--- config.mk ---
export PLATFORM = sky130hd
export DESIGN_NAME = depth_roi_nearest_point_tracker_unit
export DESIGN_NICKNAME = d
export VERILOG_FILES = /design/src/design/drnpt_pkg.sv /design/src/design/drnpt_ctrl.sv /design/src/design/drnpt_datapath.sv /design/src/design/depth_roi_nearest_point_tracker_unit.sv
export SDC_FILE = /design/constraint.sdc
export NUM_CORES = 1
export LEC_CHECK = 0
export BUFFER_PORTS_ARGS = -buffer_cell sky130_fd_sc_hd__buf_2
export CORE_MARGIN = 2
export CORE_UTILIZATION = 58
export CTS_BUF_LIST = sky130_fd_sc_hd__clkbuf_4 sky130_fd_sc_hd__clkbuf_8
export DETAILED_ROUTE_END_ITERATION = 8
export GPL_TIMING_DRIVEN = 0
export PLACE_DENSITY = 0.79
export SYNTH_ARGS = -nofsm -noshare
export SYNTH_HDL_FRONTEND = slang
export SYNTH_HIERARCHICAL = 1
export SYNTH_SLANG_ARGS = --single-unit
--- constraint.sdc ---
create_clock -name i_clk -period 6.76 [get_ports i_clk]
set_clock_uncertainty 0.2 [all_clocks]
set_input_delay 1.352 -clock i_clk [delete_from_list [all_inputs] [get_ports i_clk]]
set_output_delay 1.352 -clock i_clk [all_outputs]
set_load 0.005 [all_outputs]
--- src/design/drnpt_pkg.sv ---
// shared types and constants of the depth region nearest-point tracker
`timescale 1ns / 1ps

package drnpt_pkg;

    // field widths
    localparam int DEPTH_W    = 16;
    localparam int COL_W      = 11;
    localparam int ROW_W      = 10;
    localparam int ELAPSED_W  = 20;
    localparam int SPEED_W    = 21;

    // divider: 16 bit difference times a 20 bit scale gives a 36 bit numerator
    localparam int NUM_W      = DEPTH_W + ELAPSED_W;
    localparam int STEP_W     = 6;

    // stream packing
    localparam int S_TDATA_W  = 40;
    localparam int M_TDATA_W  = 40;
    localparam int M_TUSER_W  = 2;
    localparam int M_PAD_W    = M_TDATA_W - DEPTH_W - SPEED_W;

    // configuration port
    localparam int CFG_IDX_W  = 3;
    localparam int CFG_DATA_W = 16;

    localparam logic [CFG_IDX_W-1:0] CFG_DEPTH_FLOOR   = 3'd0;
    localparam logic [CFG_IDX_W-1:0] CFG_DEPTH_CEILING = 3'd1;
    localparam logic [CFG_IDX_W-1:0] CFG_WINDOW_TOP    = 3'd2;
    localparam logic [CFG_IDX_W-1:0] CFG_WINDOW_BOTTOM = 3'd3;
    localparam logic [CFG_IDX_W-1:0] CFG_WINDOW_LEFT   = 3'd4;
    localparam logic [CFG_IDX_W-1:0] CFG_WINDOW_RIGHT  = 3'd5;
    localparam logic [CFG_IDX_W-1:0] CFG_OPEN_DISTANCE = 3'd6;

    // register reset values
    localparam logic [DEPTH_W-1:0] RST_DEPTH_FLOOR   = 16'd300;
    localparam logic [DEPTH_W-1:0] RST_DEPTH_CEILING = 16'd3000;
    localparam logic [ROW_W-1:0]   RST_WINDOW_TOP    = 10'd100;
    localparam logic [ROW_W-1:0]   RST_WINDOW_BOTTOM = 10'd350;
    localparam logic [COL_W-1:0]   RST_WINDOW_LEFT   = 11'd100;
    localparam logic [COL_W-1:0]   RST_WINDOW_RIGHT  = 11'd540;
    localparam logic [DEPTH_W-1:0] RST_OPEN_DISTANCE = 16'd400;

    // speed scale (us per s) and saturation limit
    localparam logic [ELAPSED_W-1:0] SPEED_SCALE = 20'd1000000;
    localparam logic [ELAPSED_W-1:0] SPEED_LIMIT = 20'd1000000;

    // controller states
    typedef enum logic [3:0] {
        S_PIXEL = 4'b0001,
        S_MULT  = 4'b0010,
        S_DIV   = 4'b0100,
        S_DONE  = 4'b1000
    } t_state;

    // controller to datapath
    typedef struct packed {
        logic pixel_accept;
        logic mult_load;
        logic div_step;
        logic out_load;
    } t_dp_cmd;

    // datapath to controller
    typedef struct packed {
        logic out_free;
    } t_dp_status;

endpackage

--- src/design/drnpt_ctrl.sv ---
// frame controller: pixel acceptance and sequencing of the speed divide
`timescale 1ns / 1ps

module drnpt_ctrl (
    input  logic                 i_clk,
    input  logic                 i_rst_n,
    input  logic                 s_axis_tvalid,
    input  logic                 s_axis_tlast,
    output logic                 s_axis_tready,
    input  drnpt_pkg::t_dp_status i_status,
    output drnpt_pkg::t_dp_cmd   o_cmd
);
    import drnpt_pkg::*;

    t_state            r_state, n_state;
    logic [STEP_W-1:0] r_step, n_step;
    logic              w_accept;

    assign s_axis_tready = (r_state == S_PIXEL);
    assign w_accept      = s_axis_tvalid && s_axis_tready;

    // next state and commands
    always_comb begin
        n_state = r_state;
        n_step  = r_step;
        o_cmd   = '0;
        case (r_state)
            S_PIXEL: begin
                o_cmd.pixel_accept = w_accept;
                if (w_accept && s_axis_tlast) begin
                    n_state = S_MULT;
                end
            end
            S_MULT: begin
                o_cmd.mult_load = 1'b1;
                n_step          = STEP_W'(NUM_W - 1);
                n_state         = S_DIV;
            end
            S_DIV: begin
                o_cmd.div_step = 1'b1;
                n_step         = r_step - 1'b1;
                if (r_step == '0) begin
                    n_state = S_DONE;
                end
            end
            S_DONE: begin
                if (i_status.out_free) begin
                    o_cmd.out_load = 1'b1;
                    n_state        = S_PIXEL;
                end
            end
            default: begin
                n_state = S_PIXEL;
            end
        endcase
    end

    // state registers
    always_ff @(posedge i_clk) begin
        if (!i_rst_n) begin
            r_state <= S_PIXEL;
            r_step  <= '0;
        end else begin
            r_state <= n_state;
            r_step  <= n_step;
        end
    end

`ifndef SYNTH
    // last pixel of a frame always starts the speed computation
    a_end_starts_mult: assert property (@(posedge i_clk) disable iff (!i_rst_n)
        o_cmd.pixel_accept && s_axis_tlast |=> r_state == S_MULT)
        else $error("frame end did not start the multiply");

    // the datapath gets at most one command a cycle
    a_cmd_exclusive: assert property (@(posedge i_clk) disable iff (!i_rst_n)
        $onehot0(o_cmd))
        else $error("more than one datapath command");

    // divide step counter stays within the numerator width
    a_step_range: assert property (@(posedge i_clk) disable iff (!i_rst_n)
        r_state == S_DIV |-> r_step <= STEP_W'(NUM_W - 1))
        else $error("divide step counter out of range");
`endif

endmodule

--- src/design/drnpt_datapath.sv ---
// datapath: config registers, pixel test, running minimum, speed divider, output register
`timescale 1ns / 1ps

module drnpt_datapath #(
    parameter int FRAME_WIDTH  = 640,
    parameter int FRAME_HEIGHT = 480
) (
    input  logic                                i_clk,
    input  logic                                i_rst_n,
    input  logic                                i_cfg_we,
    input  logic [drnpt_pkg::CFG_IDX_W-1:0]     i_cfg_index,
    input  logic [drnpt_pkg::CFG_DATA_W-1:0]    i_cfg_wdata,
    input  logic [drnpt_pkg::S_TDATA_W-1:0]     s_axis_tdata,
    input  logic                                s_axis_tuser,
    input  logic                                s_axis_tlast,
    output logic                                m_axis_tvalid,
    input  logic                                m_axis_tready,
    output logic [drnpt_pkg::M_TDATA_W-1:0]     m_axis_tdata,
    output logic [drnpt_pkg::M_TUSER_W-1:0]     m_axis_tuser,
    input  drnpt_pkg::t_dp_cmd                  i_cmd,
    output drnpt_pkg::t_dp_status               o_status
);
    import drnpt_pkg::*;

    // configuration registers
    logic [DEPTH_W-1:0] r_depth_floor, r_depth_ceiling, r_open_distance;
    logic [ROW_W-1:0]   r_window_top, r_window_bottom;
    logic [COL_W-1:0]   r_window_left, r_window_right;

    // frame state
    logic [COL_W-1:0]   r_col;
    logic [ROW_W-1:0]   r_row;
    logic [DEPTH_W-1:0] r_min;
    logic               r_any;
    logic [DEPTH_W-1:0] r_prev;
    logic               r_have_prev;

    // per-frame result staging
    logic [DEPTH_W-1:0]   r_nearest;
    logic                 r_found;
    logic                 r_door;
    logic                 r_neg;
    logic                 r_spd_zero;
    logic [DEPTH_W-1:0]   r_diff;
    logic [ELAPSED_W-1:0] r_elapsed;

    // divider
    logic [NUM_W-1:0]     r_work;
    logic [ELAPSED_W-1:0] r_rem;

    // output register
    logic                 r_out_valid;
    logic [DEPTH_W-1:0]   r_out_nearest;
    logic [SPEED_W-1:0]   r_out_speed;
    logic                 r_out_found;
    logic                 r_out_door;

    // combinational pixel path
    logic [DEPTH_W-1:0]   w_depth;
    logic [ELAPSED_W-1:0] w_elapsed;
    logic [COL_W-1:0]     w_col, w_col_next;
    logic [ROW_W-1:0]     w_row, w_row_next;
    logic [DEPTH_W-1:0]   w_min, w_min_new, w_nearest;
    logic                 w_any, w_any_new, w_hit;

    // divider and result path
    logic [ELAPSED_W:0]   w_rem_shift;
    logic                 w_ge;
    logic [ELAPSED_W:0]   w_rem_sub;
    logic [ELAPSED_W-1:0] w_mag;
    logic [SPEED_W-1:0]   w_speed;

    assign w_depth   = s_axis_tdata[DEPTH_W-1:0];
    assign w_elapsed = s_axis_tdata[DEPTH_W +: ELAPSED_W];

    // frame start restarts counting and the minimum before this pixel is tested
    always_comb begin
        w_col = s_axis_tuser ? '0 : r_col;
        w_row = s_axis_tuser ? '0 : r_row;
        w_min = s_axis_tuser ? '1 : r_min;
        w_any = s_axis_tuser ? 1'b0 : r_any;
    end

    // region and depth window test, running minimum
    always_comb begin
        w_hit = (w_col >= r_window_left) && (w_col < r_window_right) &&
                (w_row >= r_window_top) && (w_row < r_window_bottom) &&
                (w_depth > r_depth_floor) && (w_depth < r_depth_ceiling);
        w_min_new = (w_hit && (w_depth < w_min)) ? w_depth : w_min;
        w_any_new = w_any || w_hit;
        w_nearest = w_any_new ? w_min_new : '0;
    end

    // raster position of the next pixel
    always_comb begin
        w_col_next = w_col + 1'b1;
        w_row_next = w_row;
        if (w_col == COL_W'(FRAME_WIDTH - 1)) begin
            w_col_next = '0;
            w_row_next = (w_row == ROW_W'(FRAME_HEIGHT - 1)) ? '0 : w_row + 1'b1;
        end
    end

    // one restoring divide step
    always_comb begin
        w_rem_shift = {r_rem, r_work[NUM_W-1]};
        w_ge        = (w_rem_shift >= {1'b0, r_elapsed});
        w_rem_sub   = w_rem_shift - {1'b0, r_elapsed};
    end

    // saturate and apply sign
    always_comb begin
        w_mag   = (r_work > NUM_W'(SPEED_LIMIT)) ? SPEED_LIMIT : r_work[ELAPSED_W-1:0];
        w_speed = {1'b0, w_mag};
        if (r_spd_zero) begin
            w_speed = '0;
        end else if (r_neg) begin
            w_speed = SPEED_W'(0) - w_speed;
        end
    end

    // configuration writes
    always_ff @(posedge i_clk) begin
        if (!i_rst_n) begin
            r_depth_floor   <= RST_DEPTH_FLOOR;
            r_depth_ceiling <= RST_DEPTH_CEILING;
            r_window_top    <= RST_WINDOW_TOP;
            r_window_bottom <= RST_WINDOW_BOTTOM;
            r_window_left   <= RST_WINDOW_LEFT;
            r_window_right  <= RST_WINDOW_RIGHT;
            r_open_distance <= RST_OPEN_DISTANCE;
        end else if (i_cfg_we) begin
            case (i_cfg_index)
                CFG_DEPTH_FLOOR:   r_depth_floor   <= i_cfg_wdata;
                CFG_DEPTH_CEILING: r_depth_ceiling <= i_cfg_wdata;
                CFG_WINDOW_TOP:    r_window_top    <= i_cfg_wdata[ROW_W-1:0];
                CFG_WINDOW_BOTTOM: r_window_bottom <= i_cfg_wdata[ROW_W-1:0];
                CFG_WINDOW_LEFT:   r_window_left   <= i_cfg_wdata[COL_W-1:0];
                CFG_WINDOW_RIGHT:  r_window_right  <= i_cfg_wdata[COL_W-1:0];
                CFG_OPEN_DISTANCE: r_open_distance <= i_cfg_wdata;
                default: begin
                end
            endcase
        end
    end

    // frame state update per accepted pixel
    always_ff @(posedge i_clk) begin
        if (!i_rst_n) begin
            r_col       <= '0;
            r_row       <= '0;
            r_min       <= '1;
            r_any       <= 1'b0;
            r_prev      <= '0;
            r_have_prev <= 1'b0;
        end else if (i_cmd.pixel_accept) begin
            if (s_axis_tlast) begin
                r_col       <= '0;
                r_row       <= '0;
                r_min       <= '1;
                r_any       <= 1'b0;
                r_prev      <= w_nearest;
                r_have_prev <= 1'b1;
            end else begin
                r_col <= w_col_next;
                r_row <= w_row_next;
                r_min <= w_min_new;
                r_any <= w_any_new;
            end
        end
    end

    // capture frame result operands on the last pixel
    always_ff @(posedge i_clk) begin
        if (i_cmd.pixel_accept && s_axis_tlast) begin
            r_nearest  <= w_nearest;
            r_found    <= w_any_new;
            r_door     <= (w_nearest < r_open_distance);
            r_neg      <= (w_nearest < r_prev);
            r_diff     <= (w_nearest < r_prev) ? r_prev - w_nearest : w_nearest - r_prev;
            r_elapsed  <= w_elapsed;
            r_spd_zero <= !r_have_prev || (w_elapsed == '0);
        end
    end

    // numerator multiply, then one quotient bit per cycle
    always_ff @(posedge i_clk) begin
        if (i_cmd.mult_load) begin
            r_work <= NUM_W'(r_diff) * NUM_W'(SPEED_SCALE);
            r_rem  <= '0;
        end else if (i_cmd.div_step) begin
            r_work <= {r_work[NUM_W-2:0], w_ge};
            r_rem  <= w_ge ? w_rem_sub[ELAPSED_W-1:0] : w_rem_shift[ELAPSED_W-1:0];
        end
    end

    // output register
    always_ff @(posedge i_clk) begin
        if (!i_rst_n) begin
            r_out_valid <= 1'b0;
        end else if (i_cmd.out_load) begin
            r_out_valid <= 1'b1;
        end else if (m_axis_tready) begin
            r_out_valid <= 1'b0;
        end
    end

    always_ff @(posedge i_clk) begin
        if (i_cmd.out_load) begin
            r_out_nearest <= r_nearest;
            r_out_speed   <= w_speed;
            r_out_found   <= r_found;
            r_out_door    <= r_door;
        end
    end

    assign o_status.out_free = !r_out_valid || m_axis_tready;
    assign m_axis_tvalid     = r_out_valid;
    assign m_axis_tdata      = {{M_PAD_W{1'b0}}, r_out_speed, r_out_nearest};
    assign m_axis_tuser      = {r_out_door, r_out_found};

`ifndef SYNTH
    // an empty frame reports distance zero
    a_empty_zero: assert property (@(posedge i_clk) disable iff (!i_rst_n)
        m_axis_tvalid && !r_out_found |-> r_out_nearest == '0)
        else $error("nearest distance nonzero without a target");

    // speed stays inside the saturation limits
    a_speed_sat: assert property (@(posedge i_clk) disable iff (!i_rst_n)
        m_axis_tvalid |-> ($signed(r_out_speed) <= $signed({1'b0, SPEED_LIMIT})) &&
                          ($signed(r_out_speed) >= -$signed({1'b0, SPEED_LIMIT})))
        else $error("speed outside saturation range");

    // a new result never overwrites one still waiting
    a_no_overwrite: assert property (@(posedge i_clk) disable iff (!i_rst_n)
        i_cmd.out_load |-> !r_out_valid || m_axis_tready)
        else $error("output register overwritten");
`endif

endmodule

--- src/design/depth_roi_nearest_point_tracker_unit.sv ---
// top level of the depth region nearest-point tracker
//
//  channel  | dir | handshake                     | payload
//  ---------+-----+-------------------------------+------------------------------------------
//  s_axis   | in  | s_axis_tvalid / s_axis_tready | tdata: depth_mm[15:0], elapsed_us[35:16]
//           |     |                               | tuser: frame_start, tlast: frame_end
//  m_axis   | out | m_axis_tvalid / m_axis_tready | tdata: nearest_mm[15:0], speed_mm_s[36:16]
//           |     |                               | tuser: target_found[0], door_open[1]
//  cfg      | in  | i_cfg_we (no wait)            | i_cfg_index, i_cfg_wdata
//
// one pixel transaction per cycle inside a frame
// after the frame_end pixel the input stalls while the controller loads the multiply, runs the
// bit-serial divider and loads the output register
// the output register holds one result; input stalls longer only if the previous result
// is still not taken when the next one is ready
// reset is synchronous, active low, and returns the config registers to their defaults
`timescale 1ns / 1ps

module depth_roi_nearest_point_tracker_unit #(
    parameter int FRAME_WIDTH  = 640,
    parameter int FRAME_HEIGHT = 480
) (
    input  logic                             i_clk,
    input  logic                             i_rst_n,
    // configuration write port
    input  logic                             i_cfg_we,
    input  logic [drnpt_pkg::CFG_IDX_W-1:0]  i_cfg_index,
    input  logic [drnpt_pkg::CFG_DATA_W-1:0] i_cfg_wdata,
    // pixel stream
    input  logic                             s_axis_tvalid,
    output logic                             s_axis_tready,
    input  logic [drnpt_pkg::S_TDATA_W-1:0]  s_axis_tdata,  // depth_mm, elapsed_us, zero pad
    input  logic                             s_axis_tuser,  // frame_start
    input  logic                             s_axis_tlast,  // frame_end
    // result stream
    output logic                             m_axis_tvalid,
    input  logic                             m_axis_tready,
    output logic [drnpt_pkg::M_TDATA_W-1:0]  m_axis_tdata,  // nearest_mm, speed_mm_s, zero pad
    output logic [drnpt_pkg::M_TUSER_W-1:0]  m_axis_tuser   // target_found, door_open
);
    import drnpt_pkg::*;

    t_dp_cmd    w_cmd;
    t_dp_status w_status;

    // controller
    drnpt_ctrl u_ctrl (
        .i_clk         (i_clk),
        .i_rst_n       (i_rst_n),
        .s_axis_tvalid (s_axis_tvalid),
        .s_axis_tlast  (s_axis_tlast),
        .s_axis_tready (s_axis_tready),
        .i_status      (w_status),
        .o_cmd         (w_cmd)
    );

    // datapath
    drnpt_datapath #(
        .FRAME_WIDTH  (FRAME_WIDTH),
        .FRAME_HEIGHT (FRAME_HEIGHT)
    ) u_datapath (
        .i_clk         (i_clk),
        .i_rst_n       (i_rst_n),
        .i_cfg_we      (i_cfg_we),
        .i_cfg_index   (i_cfg_index),
        .i_cfg_wdata   (i_cfg_wdata),
        .s_axis_tdata  (s_axis_tdata),
        .s_axis_tuser  (s_axis_tuser),
        .s_axis_tlast  (s_axis_tlast),
        .m_axis_tvalid (m_axis_tvalid),
        .m_axis_tready (m_axis_tready),
        .m_axis_tdata  (m_axis_tdata),
        .m_axis_tuser  (m_axis_tuser),
        .i_cmd         (w_cmd),
        .o_status      (w_status)
    );

endmodule
==> results.ini <==
[outcome]
outcome=finished clean

[min_path]
hold_class=register to register

[final_layout]
antennaDiodeCount=0
layout-drive-gt1-share_pct=12.8
final_area_um2=24600
syn2layout_area_growth_pct=14.4
stdcell_count=3052
fin_nets=2929

[clock_network]
cts_buffers=54
cts_buffer_depth=3
htreeDepth=2
clockRootBuffer=clkbuf_8
ctsHoldBuffers=0
clock-sinks=307
tritoncts=built
clk_latency_ps=630
clk_pin_slew_ps=60

[floorplan]
core_um2=36500
num_io_pins=110
die_area_um2=38600
die_w_um=196
fp-row-count=70
die_height_um=196
start_util_pct=58.8

[timing]
relSlewSlack_pct=19.9
finalHoldViolations=0
fmax_ghz=0.152
fin_ws_ps=193
worstMarginPinSlew_ps=1200
setup_viol=0
fin_crit_ps=6570
slew_violations=0
finalSetupTns_ps=0
fin_crit_sh_pct=97.1

[logic_synthesis]
yosysMostFrequentCell=nand2_1
synth.avg_cell_area_um2=9.14
synth_area_um2=21500
synth.distinct_cells=86
async_reset_ff_share_pct=0
synth_top_area_cell=edfxtp_1
yosysWarnings=6
seq_area_frac_synth_pct=34.5
synth_area_leaders=edfxtp_1 (17%), dfxtp_1 (17%), ha_1 (15%)
synthTopCellsByCount=nand2_1 (293), ha_1 (264), inv_1 (237)
synth_cells=2347
synth_ff_type=dfxtp_1
synth_edf_count=125
yosysTopAreaCellShare_pct=17.5
yosys_register_bits=307

[detailed_routing]
route.detailed.drc=0
met1Wirelength_um=23900
wl_met2_um=27600
drt-total-wl_um=56900
firstDrtPassIters=6
drt.antenna.violating_nets=0
wl_per_cell_um=18.7
dr_wl_met3_um=3440
drt_iter0_drc=1286
highest_layer=met4
vias_per_cell=5.96
via_count=18203

[placed_design]
dp_hpwl_um=42800
portBuffers=102
gp_congestion=0.955
placed_cells=2920
placed_area_um2=22700
place_ws_ps=-1350

[job]
drv_cap=0

[setup_path]
crit_required_ps=6900
path_delay_family=simple AND/OR/NAND/NOR gates
critPathBufInv=8
slowest_delay_ps=360
startpoint_type=primary input
critPathCaptureType=register
critPathArrivalTime_ps=6700
critPathSlowestCell=or2_4
cp_max_fo=9
crit_type=primary input to register

[grt]
grt_max_degree=61
grt_pass1_wl_um=90600
gr-total-overflow=0
grtUsageTotal_pct=29.3
grt_pass1_vias=17780
grt_antenna_before_repair=0

[power_and_ir_drop]
leakagePower_nw=10.5
power_density_nw_per_um2=227
peakVddDrop_mv=0.231

## routing by layer
metal  vias to the layer above  GRT usage (%)
li1                       8728              -
met1                      8668           37.4
met2                       679           51.0
met3                       128           4.00
met4                         0           10.4
met5                         -              0
## area by class of cell
cell class / instances / area (um^2)
well taps: 468 / 586
clock buffers: 78 / 961
repair buffers: 141 / 860
plain buffers: 86 / 468
fillers: 2912 / 12000
flip-flops and latches: 307 / 7400
multi-input cells: 1713 / 13100
clock inverters: 21 / 250
inverters: 238 / 893
## repair_timing
action | 4_1_cts | 5_1_grt
gates cloned | 0 | 2
endpoints found under the setup margin | 13 | 14
pin swaps | 9 | 26
setup buffers | 6 | 30
gates resized for setup | 29 | 67
## state kept, by name, indices dropped and copies added, names as in the netlist, 11 cells and up
name	flops
u_datapath/r_out_speed	21
u_datapath/r_prev	16
u_datapath/r_depth_floor	16
u_datapath/r_diff	16
u_datapath/r_min	16
u_datapath/r_nearest	16
u_datapath/r_rem	20
u_datapath/r_window_left	11
u_datapath/r_work	36
u_datapath/r_window_right	11
u_datapath/r_col	11
u_datapath/r_out_nearest	16
u_datapath/r_elapsed	20
u_datapath/r_depth_ceiling	16
u_datapath/r_open_distance	16
## path summary, 6_finish.rpt
kind | startpoint | cells after the start | slack [ps] | endpoint
max reg2reg | u_datapath/r_diff[1]$_DFFE_PP_ | 19 | 340 | u_datapath/r_work[35]$_DFFE_PP_
max | s_axis_tuser | 26 | 190 | u_datapath/r_diff[12]$_DFFE_PP_
min reg2reg | u_datapath/r_nearest[13]$_DFFE_PP_ | 0 | 210 | u_datapath/r_out_nearest[13]$_DFFE_PP_
min | u_datapath/r_nearest[13]$_DFFE_PP_ | 0 | 210 | u_datapath/r_out_nearest[13]$_DFFE_PP_
## cell usage in the layout (no fill, tap or decap), types with 28 or more instances in the layout
cell type	instances
ha_1	253
clkbuf_1	57
buf_4	42
mux2i_1	34
nor2_1	112
o211ai_1	42
a21boi_0	68
nand2_1	293
o21ai_0	114
buf_2	104
dfxtp_1	182
inv_1	236
fa_1	58
clkbuf_8	61
a21oi_1	113
nor2b_1	42
xnor2_1	33
edfxtp_1	125
nand4_1	28
nand3_1	36
a21o_1	51
## through the flow
stage          hold WS, ps  power, mW  util (%)
4_1_cts                215       5.60      66.0
3_3_place_gp           202       3.60      62.1
2_1_floorplan          200       3.26         -
3_5_place_dp           205       3.65      62.2
5_1_grt                223       5.91      67.2
6_report               214       5.58      67.2
## power by group
part / switching, mW / internal [mW] / total, mW
Combinational: 0.964 / 0.689 / 1.65
Clock: 0.776 / 1.14 / 1.92
Sequential: 0.0375 / 1.97 / 2.01
## cell families after synthesis
kind of cell / count (synthesis) / share of synthesized area (%)
AO/OA/AOI/OAI: 592 / 18.7
XOR/XNOR: 55 / 2.24
adder cells (fa/ha/maj): 324 / 20.9
buffers and inverters: 329 / 5.96
flip-flops: 307 / 34.5
multiplexers: 39 / 1.84
other: 1 / 0.0175
AND/OR/NAND/NOR: 700 / 15.9
Power figures use the tool's default switching activity.
